`src/design/sicrt_pkg.sv`:
```
// ---------------------------------------------------------------------------
// sicrt_pkg
// Shared types and constants for the signed integer to radix text block.
// ---------------------------------------------------------------------------
package sicrt_pkg;

   localparam int unsigned BASE_MAX    = 16;
   localparam int unsigned VALUE_W     = 32;
   localparam int unsigned CHAR_W      = 8;
   localparam int unsigned DIGIT_W     = 4;
   localparam int unsigned SIZE_W      = 5;
   localparam int unsigned CSR_DATA_W  = 64;
   localparam int unsigned CSR_INDEX_W = 2;
   localparam int unsigned COUNT_W     = 6;
   localparam int unsigned STACK_W     = VALUE_W * DIGIT_W;
   localparam int unsigned STEPS_PER_CYCLE = 8;

   localparam logic [CSR_INDEX_W-1:0] CSR_BASE_SIZE    = 2'd0;
   localparam logic [CSR_INDEX_W-1:0] CSR_SYMBOLS_LOW  = 2'd1;
   localparam logic [CSR_INDEX_W-1:0] CSR_SYMBOLS_HIGH = 2'd2;

   localparam logic [CHAR_W-1:0] MINUS_CHAR = 8'h2D;
   localparam logic [CHAR_W-1:0] PLUS_CHAR  = 8'h2B;
   localparam logic [SIZE_W-1:0] BASE_MIN   = 5'd2;

   // Commands from the controller to the datapath.
   typedef struct packed {
      logic load;
      logic div_step;
      logic push;
      logic emit_minus;
      logic emit_digit;
   } cmd_type;

   // Status from the datapath to the controller.
   typedef struct packed {
      logic alpha_ok;
      logic negative;
      logic quot_zero;
      logic count_full;
      logic count_one;
   } status_type;

endpackage

```
`src/design/sicrt_req_if.sv`:
```
// ---------------------------------------------------------------------------
// sicrt_req_if
// Input channel: one signed value per beat.
// ---------------------------------------------------------------------------
interface sicrt_req_if;
   logic               valid;
   logic               ready;
   logic signed [31:0] value;

   modport source (output valid, output value, input ready);
   modport sink   (input valid, input value, output ready);
endinterface

```
`src/design/sicrt_rsp_if.sv`:
```
// ---------------------------------------------------------------------------
// sicrt_rsp_if
// Result channel: one text character per beat, with an end-of-text flag.
// ---------------------------------------------------------------------------
interface sicrt_rsp_if;
   logic       valid;
   logic       ready;
   logic [7:0] character;
   logic       last;

   modport source (output valid, output character, output last, input ready);
   modport sink   (input valid, input character, input last, output ready);
endinterface

```
`src/design/sicrt_ctrl.sv`:
```
// ---------------------------------------------------------------------------
// sicrt_ctrl
// Sequencer: checks the alphabet, runs the digit divisions, then streams the
// sign and the digits out through the result register.
// ---------------------------------------------------------------------------
module sicrt_ctrl (
   input  logic                  clock,
   input  logic                  reset,
   input  logic                  req_valid,
   output logic                  req_ready,
   input  logic                  rsp_ready,
   output logic                  rsp_valid,
   input  sicrt_pkg::status_type status,
   output sicrt_pkg::cmd_type    cmd
);
   import sicrt_pkg::*;

   typedef enum logic [2:0] {
      ST_IDLE,
      ST_CHECK,
      ST_DIV,
      ST_PUSH,
      ST_SIGN,
      ST_DIGIT
   } state_type;

   state_type  state_ff;
   logic [1:0] step_ff;
   logic       rsp_valid_ff;
   logic       slot_free;

   assign slot_free = !rsp_valid_ff || rsp_ready;
   assign req_ready = (state_ff == ST_IDLE);
   assign rsp_valid = rsp_valid_ff;

   always_comb begin
      cmd            = '0;
      cmd.load       = (state_ff == ST_IDLE) && req_valid;
      cmd.div_step   = (state_ff == ST_DIV);
      cmd.push       = (state_ff == ST_PUSH);
      cmd.emit_minus = (state_ff == ST_SIGN) && status.negative && slot_free;
      cmd.emit_digit = (state_ff == ST_DIGIT) && slot_free;
   end

   always_ff @(posedge clock) begin
      if (reset) begin
         state_ff     <= ST_IDLE;
         step_ff      <= '0;
         rsp_valid_ff <= 1'b0;
      end else begin
         if (cmd.emit_minus || cmd.emit_digit) begin
            rsp_valid_ff <= 1'b1;
         end else if (rsp_ready) begin
            rsp_valid_ff <= 1'b0;
         end
         case (state_ff)
            ST_IDLE: begin
               if (req_valid) begin
                  state_ff <= ST_CHECK;
               end
            end
            ST_CHECK: begin
               step_ff  <= '0;
               state_ff <= status.alpha_ok ? ST_DIV : ST_IDLE;
            end
            ST_DIV: begin
               step_ff <= step_ff + 2'd1;
               if (step_ff == 2'd3) begin
                  state_ff <= ST_PUSH;
               end
            end
            ST_PUSH: begin
               step_ff  <= '0;
               state_ff <= (status.quot_zero || status.count_full) ? ST_SIGN : ST_DIV;
            end
            ST_SIGN: begin
               if (!status.negative || slot_free) begin
                  state_ff <= ST_DIGIT;
               end
            end
            ST_DIGIT: begin
               if (slot_free && status.count_one) begin
                  state_ff <= ST_IDLE;
               end
            end
            default: begin
               state_ff <= ST_IDLE;
            end
         endcase
      end
   end

endmodule

```
`src/design/sicrt_dp.sv`:
```
// ---------------------------------------------------------------------------
// sicrt_dp
// Datapath: configuration registers, alphabet check, shift-subtract divider,
// digit stack and result register.
// ---------------------------------------------------------------------------
module sicrt_dp (
   input  logic                                 clock,
   input  logic                                 reset,
   input  logic                                 csr_write,
   input  logic [sicrt_pkg::CSR_INDEX_W-1:0]    csr_index,
   input  logic [sicrt_pkg::CSR_DATA_W-1:0]     csr_data,
   input  logic signed [sicrt_pkg::VALUE_W-1:0] value,
   input  sicrt_pkg::cmd_type                   cmd,
   output sicrt_pkg::status_type                status,
   output logic [sicrt_pkg::CHAR_W-1:0]         character,
   output logic                                 last
);
   import sicrt_pkg::*;

   logic [SIZE_W-1:0]       base_size_ff;
   logic [CSR_DATA_W-1:0]   symbols_low_ff;
   logic [CSR_DATA_W-1:0]   symbols_high_ff;
   logic                    alpha_ok_ff;
   logic                    alpha_ok_in;
   logic [2*CSR_DATA_W-1:0] symbols;

   logic [VALUE_W-1:0]      mag_ff;
   logic [VALUE_W-1:0]      mag_in;
   logic [SIZE_W-1:0]       rem_ff;
   logic [SIZE_W-1:0]       rem_in;
   logic                    neg_ff;
   logic [COUNT_W-1:0]      count_ff;
   logic [STACK_W-1:0]      stack_ff;
   logic [CHAR_W-1:0]       char_ff;
   logic                    last_ff;
   logic [VALUE_W-1:0]      raw;

   assign symbols = {symbols_high_ff, symbols_low_ff};
   assign raw     = value;

   // Alphabet check: base_size is 2 to 16, every symbol in use is nonzero, not
   // a sign character and unlike every other symbol in use.
   always_comb begin
      logic [CHAR_W-1:0] si;
      logic [CHAR_W-1:0] sj;
      alpha_ok_in = (base_size_ff >= BASE_MIN) && (base_size_ff <= SIZE_W'(BASE_MAX));
      for (int i = 0; i < BASE_MAX; i++) begin
         si = symbols[i*CHAR_W +: CHAR_W];
         if ((SIZE_W'(i) < base_size_ff) &&
             ((si == '0) || (si == MINUS_CHAR) || (si == PLUS_CHAR))) begin
            alpha_ok_in = 1'b0;
         end
         for (int j = i + 1; j < BASE_MAX; j++) begin
            sj = symbols[j*CHAR_W +: CHAR_W];
            if ((SIZE_W'(j) < base_size_ff) && (si == sj)) begin
               alpha_ok_in = 1'b0;
            end
         end
      end
   end

   // Eight restoring division steps per cycle; the quotient shifts into the
   // magnitude register as its dividend bits shift out.
   always_comb begin
      logic [SIZE_W-1:0]  r;
      logic [VALUE_W-1:0] m;
      r = rem_ff;
      m = mag_ff;
      for (int s = 0; s < STEPS_PER_CYCLE; s++) begin
         r = {r[SIZE_W-2:0], m[VALUE_W-1]};
         m = {m[VALUE_W-2:0], 1'b0};
         if (r >= base_size_ff) begin
            r    = r - base_size_ff;
            m[0] = 1'b1;
         end
      end
      rem_in = r;
      mag_in = m;
   end

   always_ff @(posedge clock) begin
      if (reset) begin
         base_size_ff    <= '0;
         symbols_low_ff  <= '0;
         symbols_high_ff <= '0;
         alpha_ok_ff     <= 1'b0;
      end else begin
         alpha_ok_ff <= alpha_ok_in;
         if (csr_write) begin
            case (csr_index)
               CSR_BASE_SIZE:    base_size_ff    <= csr_data[SIZE_W-1:0];
               CSR_SYMBOLS_LOW:  symbols_low_ff  <= csr_data;
               CSR_SYMBOLS_HIGH: symbols_high_ff <= csr_data;
               default: ;
            endcase
         end
      end
   end

   always_ff @(posedge clock) begin
      if (cmd.load) begin
         neg_ff   <= raw[VALUE_W-1];
         mag_ff   <= raw[VALUE_W-1] ? (VALUE_W'(0) - raw) : raw;
         rem_ff   <= '0;
         count_ff <= '0;
      end
      if (cmd.div_step) begin
         mag_ff <= mag_in;
         rem_ff <= rem_in;
      end
      if (cmd.push) begin
         stack_ff <= {stack_ff[STACK_W-DIGIT_W-1:0], rem_ff[DIGIT_W-1:0]};
         count_ff <= count_ff + COUNT_W'(1);
         rem_ff   <= '0;
      end
      if (cmd.emit_minus) begin
         char_ff <= MINUS_CHAR;
         last_ff <= 1'b0;
      end
      if (cmd.emit_digit) begin
         char_ff  <= symbols[stack_ff[DIGIT_W-1:0]*CHAR_W +: CHAR_W];
         last_ff  <= (count_ff == COUNT_W'(1));
         stack_ff <= {{DIGIT_W{1'b0}}, stack_ff[STACK_W-1:DIGIT_W]};
         count_ff <= count_ff - COUNT_W'(1);
      end
   end

   always_comb begin
      status.alpha_ok   = alpha_ok_ff;
      status.negative   = neg_ff;
      status.quot_zero  = (mag_ff == '0);
      status.count_full = (count_ff == COUNT_W'(VALUE_W - 1));
      status.count_one  = (count_ff == COUNT_W'(1));
   end

   assign character = char_ff;
   assign last      = last_ff;

endmodule

```
`src/design/signed_int_to_custom_radix_text.sv`:
```
// ---------------------------------------------------------------------------
// signed_int_to_custom_radix_text
// Writes a signed 32-bit value as text in a configurable radix.
// ---------------------------------------------------------------------------
// Each request beat carries one signed value; the block answers with one
// response beat per character: a minus sign for negative values, then the
// digits of the magnitude, most significant first, with last set on the
// final digit. The most negative value prints its true magnitude. The radix
// and its digit alphabet come from three registers: base_size (index 0), the
// number of symbols, and symbols_low / symbols_high (indexes 1 and 2), which
// hold symbols 0 to 7 and 8 to 15, one byte each, symbol 0 in the lowest
// byte. The alphabet is usable when base_size is 2 to 16 and the symbols in
// use are nonzero, pairwise distinct and neither plus nor minus; otherwise a
// request is consumed and produces no response at all, and the block is
// ready again once the alphabet check is done. Write the registers only while no
// request is in flight. A request is taken only when the block is idle.
// After it, the alphabet is checked, then each digit takes one full division
// by the shared shift-subtract divider, which retires eight quotient bits
// per cycle, and a push of the remainder onto the digit stack. The sign is
// handled next, whether or not a minus goes out, and the digits leave at
// one per cycle while the sink is ready. The sign and digit states wait
// while the sink holds off a waiting character. The result register lets
// the next request start while the last character still waits for the
// sink.
// ---------------------------------------------------------------------------
module signed_int_to_custom_radix_text (
   input  logic                              clock,
   input  logic                              reset,
   sicrt_req_if.sink                         req_chan,
   sicrt_rsp_if.source                       rsp_chan,
   input  logic                              csr_write,
   input  logic [sicrt_pkg::CSR_INDEX_W-1:0] csr_index,
   input  logic [sicrt_pkg::CSR_DATA_W-1:0]  csr_data
);
   import sicrt_pkg::*;

   // Command and status bundles between the sequencer and the datapath.
   cmd_type    cmd;
   status_type status;

   // The sequencer owns the handshakes; the datapath owns every payload bit.
   sicrt_ctrl u_ctrl (
      .clock     (clock),
      .reset     (reset),
      .req_valid (req_chan.valid),
      .req_ready (req_chan.ready),
      .rsp_ready (rsp_chan.ready),
      .rsp_valid (rsp_chan.valid),
      .status    (status),
      .cmd       (cmd)
   );

   sicrt_dp u_dp (
      .clock     (clock),
      .reset     (reset),
      .csr_write (csr_write),
      .csr_index (csr_index),
      .csr_data  (csr_data),
      .value     (req_chan.value),
      .cmd       (cmd),
      .status    (status),
      .character (rsp_chan.character),
      .last      (rsp_chan.last)
   );

endmodule
```
`src/flat_wrapper.sv`:
```
// flat-port wrapper written by rule: the top's interface ports become plain ports
module signed_int_to_custom_radix_text_flat import sicrt_pkg::*;
  (clock, reset, csr_write, csr_index, csr_data, req_chan_valid, req_chan_value, req_chan_ready, rsp_chan_valid, rsp_chan_character, rsp_chan_last, rsp_chan_ready);
  sicrt_req_if req_chan_i ();
  sicrt_rsp_if rsp_chan_i ();
  input  logic clock;
  input  logic reset;
  input  logic csr_write;
  input  logic [sicrt_pkg::CSR_INDEX_W-1:0] csr_index;
  input  logic [sicrt_pkg::CSR_DATA_W-1:0] csr_data;
  input wire logic [$bits(req_chan_i.valid)-1:0] req_chan_valid;
  input wire logic [$bits(req_chan_i.value)-1:0] req_chan_value;
  output wire logic [$bits(req_chan_i.ready)-1:0] req_chan_ready;
  output wire logic [$bits(rsp_chan_i.valid)-1:0] rsp_chan_valid;
  output wire logic [$bits(rsp_chan_i.character)-1:0] rsp_chan_character;
  output wire logic [$bits(rsp_chan_i.last)-1:0] rsp_chan_last;
  input wire logic [$bits(rsp_chan_i.ready)-1:0] rsp_chan_ready;
  assign req_chan_i.valid = req_chan_valid;
  assign req_chan_i.value = req_chan_value;
  assign req_chan_ready = req_chan_i.ready;
  assign rsp_chan_valid = rsp_chan_i.valid;
  assign rsp_chan_character = rsp_chan_i.character;
  assign rsp_chan_last = rsp_chan_i.last;
  assign rsp_chan_i.ready = rsp_chan_ready;
  signed_int_to_custom_radix_text u_core (.clock(clock), .reset(reset), .req_chan(req_chan_i), .rsp_chan(rsp_chan_i), .csr_write(csr_write), .csr_index(csr_index), .csr_data(csr_data));
endmodule
```
`config.mk`:
```
export PLATFORM = sky130hd
export DESIGN_NAME = signed_int_to_custom_radix_text_flat
export DESIGN_NICKNAME = d
export VERILOG_FILES = /design/src/design/sicrt_pkg.sv /design/src/design/sicrt_req_if.sv /design/src/design/sicrt_rsp_if.sv /design/src/design/sicrt_ctrl.sv /design/src/design/sicrt_dp.sv /design/src/design/signed_int_to_custom_radix_text.sv /design/src/flat_wrapper.sv
export SDC_FILE = /design/constraint.sdc
export NUM_CORES = 2
export LEC_CHECK = 0
export ABC_CLOCK_PERIOD_IN_PS = 10500
export BUFFER_PORTS_ARGS = -buffer_cell sky130_fd_sc_hd__buf_4
export CAP_MARGIN = 10
export CORE_MARGIN = 2
export CORE_UTILIZATION = 33
export DETAILED_ROUTE_END_ITERATION = 10
export GPL_TIMING_DRIVEN = 0
export PLACE_DENSITY = 0.57
export SLEW_MARGIN = 20
export SYNTH_ARGS = -nofsm -noshare
export SYNTH_HDL_FRONTEND = slang
export SYNTH_SLANG_ARGS = --single-unit
```
`constraint.sdc`:
```
create_clock -name clock -period 10.5 [get_ports clock]
set_input_delay 0.525 -clock clock [delete_from_list [all_inputs] [get_ports clock]]
set_output_delay 0.525 -clock clock [all_outputs]
set_load 0.01 [all_outputs]
```
* Word level (Yosys, flattened, before mapping)
Index checks and enable logic that the tools add are counted.
Storage, ports and cells: input bits 103, register bits after elaboration 320, output and inout bits 11
Operators by class: order comparisons 26, reductions and logical operators 211, add/subtract/negate cells 12, shift-type cells 1, equal/unequal tests 166, mux-type cells 40
Operators by type and width (number):
- 8-bit equality test | 120
- 8-bit by 6-bit equality test with 1-bit output, second input constant | 32
- 124-bit two-way mux | 2
- 1-bit logical AND | 142
- 137-bit OR reduction | 1
- 8-bit logical NOT | 16
- 128-bit by 8-bit variable part select with 8-bit output | 1
- 32-bit two-way mux | 3
- 5-bit >= comparator | 8
- 4-bit by 5-bit < comparator with 1-bit output, first input constant | 8
- 4-bit two-way mux | 10
- 1-bit logical OR | 36
- 32-bit logical NOT | 1
- 1-bit by 32-bit subtractor with 32-bit output, first input constant | 1
- 4-bit subtractor | 8
- 3-bit by 5-bit < comparator with 1-bit output, first input constant | 4
- 6-bit two-way mux | 3
- 3-bit case mux with 6 select lines | 1
- 8-bit two-way mux | 2
- 3-bit two-way mux | 5
- 1-bit two-way mux | 12
- 1-bit by 5-bit < comparator with 1-bit output, first input constant | 2
- 2-bit by 5-bit < comparator with 1-bit output, first input constant | 2
- 2-bit nonzero test | 5
- 23 further kinds | 31

* Depth between registers and ports, before layout
depth in word-level cells 17, gate-level depth with buffers 51, gate-level depth less buffers 51

* Modules after synthesis
Synthesis repeated with hierarchy kept, for this count alone.
Second synthesis, totals: cells, all modules 3186, area total of the unflattened synthesis 28374.7 um2
Modules (own cells, without submodules):
- sicrt_dp | cells each 3139, seq. area each 8007.7 um2, times used 1, area each 27985.6 um2
- sicrt_ctrl | cells each 47, seq. area each 120.1 um2, times used 1, area each 389.1 um2

* Worst setup path before layout
OpenSTA, ideal clock, no wires.
kind reg-to-reg, start point reg u_core.u_dp.base_size_ff[1], end point reg u_core.u_dp.rem_ff[3], setup time 58 ps, required time 10442 ps, arrival time 11178 ps, cell stages (with the launch flop) 50, buffers on the path 0, path slack -736 ps, clock period less this slack 11236 ps, cells stage by stage dfxtp_1 -> inv_1 -> ha_1 -> a21o_1 -> a21o_1 -> a21o_1 -> a21oi_1 -> mux2_2 -> ha_1 -> a21o_1 -> a2111oi_0 -> a211o_1 -> ha_1 -> a21o_1 -> a21o_1 -> a21o_1 -> a311oi_2 -> inv_1 -> [14 not listed] -> a21o_1 -> mux2_2 -> inv_1 -> ha_1 -> nor2b_1 -> o21ai_0 -> nand3b_1 -> a21o_1 -> a21o_1 -> mux2i_1 -> ha_1 -> a21o_1 -> a21o_1 -> a21o_1 -> a21oi_1 -> nor2_1 -> a2111oi_0 -> o21a_1
On the way: cells in the longest elaborated chain, start to end 17, elaborated cells between the ends (all ways) 25, classes of those cells add/sub (8); order compare (8); mux (9)
RTL lines:
- start: declaration | line sicrt_dp.sv:20 | logic [SIZE_W-1:0] base_size_ff;
- start signal: assignment | line sicrt_dp.sv:91 | CSR_BASE_SIZE: base_size_ff <= csr_data[SIZE_W-1:0];
- 4-bit subtractor or 5-bit >= comparator (tied branches) | line sicrt_dp.sv:73, sicrt_dp.sv:72
- 4-bit two-way mux | line sicrt_dp.sv:72 | if (r >= base_size_ff) begin
- 4-bit subtractor or 5-bit >= comparator (tied branches) | line sicrt_dp.sv:73, sicrt_dp.sv:72
- 4-bit two-way mux | line sicrt_dp.sv:72
- 4-bit subtractor or 5-bit >= comparator (tied branches) | line sicrt_dp.sv:73, sicrt_dp.sv:72
- 4-bit two-way mux | line sicrt_dp.sv:72
- 5-bit >= comparator or 4-bit subtractor (tied branches) | line sicrt_dp.sv:72, sicrt_dp.sv:73
- 4-bit two-way mux | line sicrt_dp.sv:72
- 4-bit subtractor or 5-bit >= comparator (tied branches) | line sicrt_dp.sv:73, sicrt_dp.sv:72
- 4-bit two-way mux | line sicrt_dp.sv:72
- 4-bit subtractor or 5-bit >= comparator (tied branches) | line sicrt_dp.sv:73, sicrt_dp.sv:72
- 4-bit two-way mux | line sicrt_dp.sv:72
- 5-bit >= comparator or 4-bit subtractor (tied branches) | line sicrt_dp.sv:72, sicrt_dp.sv:73
- 4-bit two-way mux | line sicrt_dp.sv:72
- 4-bit subtractor or 5-bit >= comparator (tied branches) | line sicrt_dp.sv:73, sicrt_dp.sv:72
- 4-bit two-way mux * | line sicrt_dp.sv:72
- 4-bit two-way mux * | line sicrt_dp.sv:107 | if (cmd.div_step) begin
- end signal: assignment | line sicrt_dp.sv:109 | rem_ff <= rem_in;
- end: declaration | line sicrt_dp.sv:29 | logic [SIZE_W-1:0] rem_ff;
Mark *: on every way between the ends. The rest lies on a longest branch, timed or not. A chain may end at the register's enable or synchronous reset.

* Worst setup path in the final report
start point reg u_core.u_dp.base_size_ff[4], end point reg u_core.u_dp.rem_ff[0]
On the way: cells in the longest elaborated chain, start to end 17, elaborated cells between the ends (all ways) 23, classes of those cells add/sub (6); order compare (8); mux (9)
RTL lines (line):
- 5-bit >= comparator | sicrt_dp.sv:72
- 4-bit two-way mux | sicrt_dp.sv:72
- 4-bit subtractor or 5-bit >= comparator (tied branches) | sicrt_dp.sv:73, sicrt_dp.sv:72
- 4-bit two-way mux | sicrt_dp.sv:72
- 4-bit subtractor or 5-bit >= comparator (tied branches) | sicrt_dp.sv:73, sicrt_dp.sv:72
- 4-bit two-way mux | sicrt_dp.sv:72
- 4-bit subtractor or 5-bit >= comparator (tied branches) | sicrt_dp.sv:73, sicrt_dp.sv:72
- 4-bit two-way mux | sicrt_dp.sv:72
- 5-bit >= comparator or 4-bit subtractor (tied branches) | sicrt_dp.sv:72, sicrt_dp.sv:73
- 4-bit two-way mux | sicrt_dp.sv:72
- 4-bit subtractor or 5-bit >= comparator (tied branches) | sicrt_dp.sv:73, sicrt_dp.sv:72
- 4-bit two-way mux | sicrt_dp.sv:72
- 4-bit subtractor or 5-bit >= comparator (tied branches) | sicrt_dp.sv:73, sicrt_dp.sv:72
- 4-bit two-way mux | sicrt_dp.sv:72
- 5-bit >= comparator * | sicrt_dp.sv:72
- 4-bit two-way mux * | sicrt_dp.sv:72
- 4-bit two-way mux * | sicrt_dp.sv:107
Marks and branches as above.

==> flow_summary.toml <==
[status]
status = "finished, violations left"
violations = "setup timing"

[critical_path]
worst_setup_path_start_kind = "flop"
reg2reg_depth = 47
slowest_stage = "dfxtp_2"
cpMostUsedCell = "a21o_1"
end_kind = "flop"
crit_arrival_ns = 11.25
worstSetupPathType = "flop to flop"
cpLargestDelayFamily = "compound AO/OA/AOI/OAI gates"
timing.rr.start = "u_core.u_dp.base_size_ff[4]$_SDFFE_PP0P_"
rr_endpoint = "u_core.u_dp.rem_ff[0]$_SDFFE_PP0P_"
cp_num_buf_inv = 4
worstPathRequired_ns = 11.02
reg2reg_slack_ns = -0.23
critical_path.max_fanout = 14
max_stage_delay_ns = 0.42

[power_and_ir_drop]
pwr-share-seq_pct = 16.2
p_int_mw = 4.947
powerDensity_mw_per_mm2 = 253.6
swShare_pct = 40.99
max-vdd-ir-drop_mv = 0.6994
p_comb_share_pct = 67.0
p_sw_mw = 3.437
power.leakage_nw = 13.88
clockPowerShare_pct = 16.7

[cts]
hold_buffers = 0
path_clk_slew_ns = 0.06
clock-root-buffer = "clkbuf_16"
cts_tree = "done"
cts_num_sinks = 320
clockBufferDepth = 3
clk_latency_ns = 0.64
cts_htree_levels = 2
cts_inserted_buffers = 40

[routing]
ant_nets = 0
viasPerCell = 5.821
drt_iter0_markers = 4139
firstDrtPassIters = 8
vias = 28100
drc_errors = 0
postRouteWirelength_um = 134900
wire_per_inst_um = 27.95

[worst_hold_path]
min_from = "csr_data[43]"
min_to = "u_core.u_dp.symbols_high_ff[43]$_SDFFE_PP0P_"
min_path_type = "primary input to flop"
hold_depth = 3

[timing]
slew_headroom_pct = 11.26
skew_ns = 0.05176
fin_tns_setup_ns = -0.9829
hold_slack_ns = 0.1485
drv_slew = 0
setup_viol_count_final = 5
hold_viol_final = 0
worstMarginPinSlew_ns = 1.331
max_freq_mhz = 93.23
finalCritPeriodShare_pct = 102.1
rsz0062_at_grt = "true"
period_needed_ns = 10.73
setup_ws_ns = -0.2257

[die]
die-area_mm2 = 0.08938
ios = 114
num_rows = 108
core_mm2 = 0.08648
start_util_pct = 33.20
fp.dieH_um = 299.0
fp.dieW_um = 299.0

[synthesis]
syn_area_mm2 = 0.02871
async_reset_ff_share_pct = 0
ys.warnings.count = 0
yosysSeqAreaShare_pct = 28.31
synth_edf_count = 172
syn_nets = 3600
syn_inst = 3444
post_synth.cell_area_avg_um2 = 8.337
synth_ff_type = "edfxtp_1"
ys_seq_elements = 320
ys_types = 67

[cells_and_area]
final_cells = 4827
nets = 3796
areaGrowthSynthToFinish_pct = 15.12
final_util_pct = 38.22
drive_gt1_share_pct = 16.30

[placement]
dp.cells = 4713
portBuffers = 112
place_congestion = 1.083
hpwl_um = 92070
place_ws_ns = -1.698

[global_route]
track_usage_pct = 29.10
globalRouteOverflowTotal = 0
grt_start_max_net_pins = 54
grt_pass1_vias = 26500
antenna_found_initial = 6
grt_pass1_wl_um = 190300

[flow_run]
timing.max_cap.violations = 0
## what timing repair did
item	CTS	global route
pin swaps	48	30
gates resized for setup	45	11
setup endpoints to repair	6	5
setup buffers	28	12
## Yosys cell counts, types with 3 or more instances
library cell | instances | area, µm²
nor2_1 | 46 | 172.7
nand3_1 | 36 | 180.2
nand3b_1 | 5 | 37.54
nand2b_1 | 19 | 118.9
a22oi_1 | 11 | 82.58
ha_1 | 45 | 563.0
nor4_1 | 120 | 750.7
o41ai_1 | 9 | 78.83
edfxtp_1 | 172 | 5165
nand2_1 | 714 | 2680
or3_1 | 3 | 18.77
a2111oi_0 | 10 | 87.58
a211o_1 | 4 | 35.03
o31ai_1 | 12 | 90.09
inv_2 | 5 | 18.77
mux4_2 | 40 | 900.9
buf_1 | 4 | 15.01
dfxtp_1 | 148 | 2963
xnor2_1 | 597 | 5229
buf_2 | 260 | 1301
o21ai_1 | 12 | 60.06
nor3_1 | 47 | 235.2
a41oi_1 | 3 | 26.28
a21o_1 | 31 | 232.7
nand4_1 | 148 | 925.9
or4_1 | 14 | 105.1
a31oi_1 | 20 | 125.1
nor2b_1 | 16 | 100.1
fa_1 | 8 | 160.2
o21a_1 | 4 | 30.03
o2111ai_1 | 7 | 61.31
mux2_2 | 15 | 168.9
xor2_1 | 421 | 3687
and3_1 | 3 | 18.77
o21ai_0 | 60 | 300.3
o22ai_1 | 21 | 131.4
a21oi_1 | 177 | 885.9
or2_1 | 6 | 37.54
mux2i_1 | 8 | 80.08
clkbuf_1 | 97 | 364.1
inv_1 | 30 | 112.6
a21oi_2 | 3 | 26.28
## power by group through the flow
stage / Sequential, mW / Clock [mW] / Combinational [mW]
3_3_place_gp: 1.39 / 0 / 3.95
4_1_cts: 1.36 / 1.42 / 5.02
6_report: 1.36 / 1.40 / 5.62
2_1_floorplan: 1.38 / 0 / 3.16
5_1_grt: 1.36 / 1.47 / 6.03
3_5_place_dp: 1.39 / 0 / 4.02
## metal layers
metal,global-route usage [%],vias up,routed length (µm)
met5,0.05291,-,41
met3,8.084,574,16560
met4,19.58,6,10580
met2,42.12,2003,55300
met1,37.60,13480,52430
li1,-,12030,-
## kinds of logic (layout without fill, tap and decap cells)
logic type	Yosys count	after routing	synth area share [%]
AO/OA/AOI/OAI	401	401	8.485
XOR/XNOR	1018	1018	31.05
adder cells (fa/ha/maj)	53	53	2.519
buffers and inverters	396	621	6.310
flip-flops	320	320	28.31
multiplexers	63	63	4.005
other	0	3	0
AND/OR/NAND/NOR	1193	1193	19.32
## worst max-delay path by stage
stage,from,to,cells after the start
3_3_place_gp,u_core.u_dp.base_size_ff[1]$_SDFFE_PP0P_,u_core.u_dp.rem_ff[3]$_SDFFE_PP0P_,48
4_1_cts,u_core.u_dp.mag_ff[31]$_DFFE_PP_,u_core.u_dp.rem_ff[1]$_SDFFE_PP0P_,51
2_1_floorplan,u_core.u_dp.base_size_ff[1]$_SDFFE_PP0P_,u_core.u_dp.rem_ff[3]$_SDFFE_PP0P_,49
3_5_place_dp,u_core.u_dp.base_size_ff[1]$_SDFFE_PP0P_,u_core.u_dp.rem_ff[3]$_SDFFE_PP0P_,48
5_1_grt,u_core.u_dp.base_size_ff[3]$_SDFFE_PP0P_,u_core.u_dp.rem_ff[0]$_SDFFE_PP0P_,48
6_report,u_core.u_dp.base_size_ff[4]$_SDFFE_PP0P_,u_core.u_dp.rem_ff[0]$_SDFFE_PP0P_,47
## sequential cells by signal, indices dropped and copies added (netlist names)
name	flops
u_core.u_dp.stack_ff	128
u_core.u_ctrl.state_ff	3
u_core.u_ctrl.step_ff	2
u_core.u_ctrl.rsp_valid	1
u_core.u_dp.base_size_ff	5
u_core.u_dp.last	1
u_core.u_dp.symbols_low_ff	64
u_core.u_dp.neg_ff	1
u_core.u_dp.symbols_high_ff	64
u_core.u_dp.alpha_ok_ff	1
u_core.u_dp.mag_ff	32
u_core.u_dp.character	8
u_core.u_dp.count_ff	6
u_core.u_dp.rem_ff	4
## tightest hold or removal path, cell delays in order
cell	delay, ns
buf_4	0.11
nand2_1	0.05
a21oi_1	0.05
## stage by stage
stage               instance area, µm²  total power [mW]
CTS                              32860             7.798
global placement                 31050             5.333
finish                           33050             8.384
floorplan                        28760             4.537
global route                     33050             8.856
detailed placement               31110             5.410
## cells in the final DEF (no fill, tap or decap), types with 21 or more instances in the layout
master,count
a21o_1,29
a21oi_1,173
buf_2,259
buf_4,151
clkbuf_1,101
clkbuf_16,42
dfxtp_1,145
edfxtp_1,172
ha_1,35
inv_1,25
mux4_2,40
nand2_1,712
nand3_1,36
nand4_1,148
nor2_1,45
nor3_1,47
nor4_1,119
o21ai_0,57
o22ai_1,21
xnor2_1,597
xor2_1,421
## area by class of cell
type                            instances  area [µm²]
Clock buffer                           52        1102
Sequential cell                       320        8137
Timing Repair Buffer                  154        1200
Buffer                                361        1700
Clock inverter                         19       190.2
Inverter                               35       145.1
Multi-Input combinational cell       2728       19130
Antenna cell                            3       7.507
Tap cell                             1155        1445
Fill cell                            9028       53430
(Power assumes the default switching activity.)
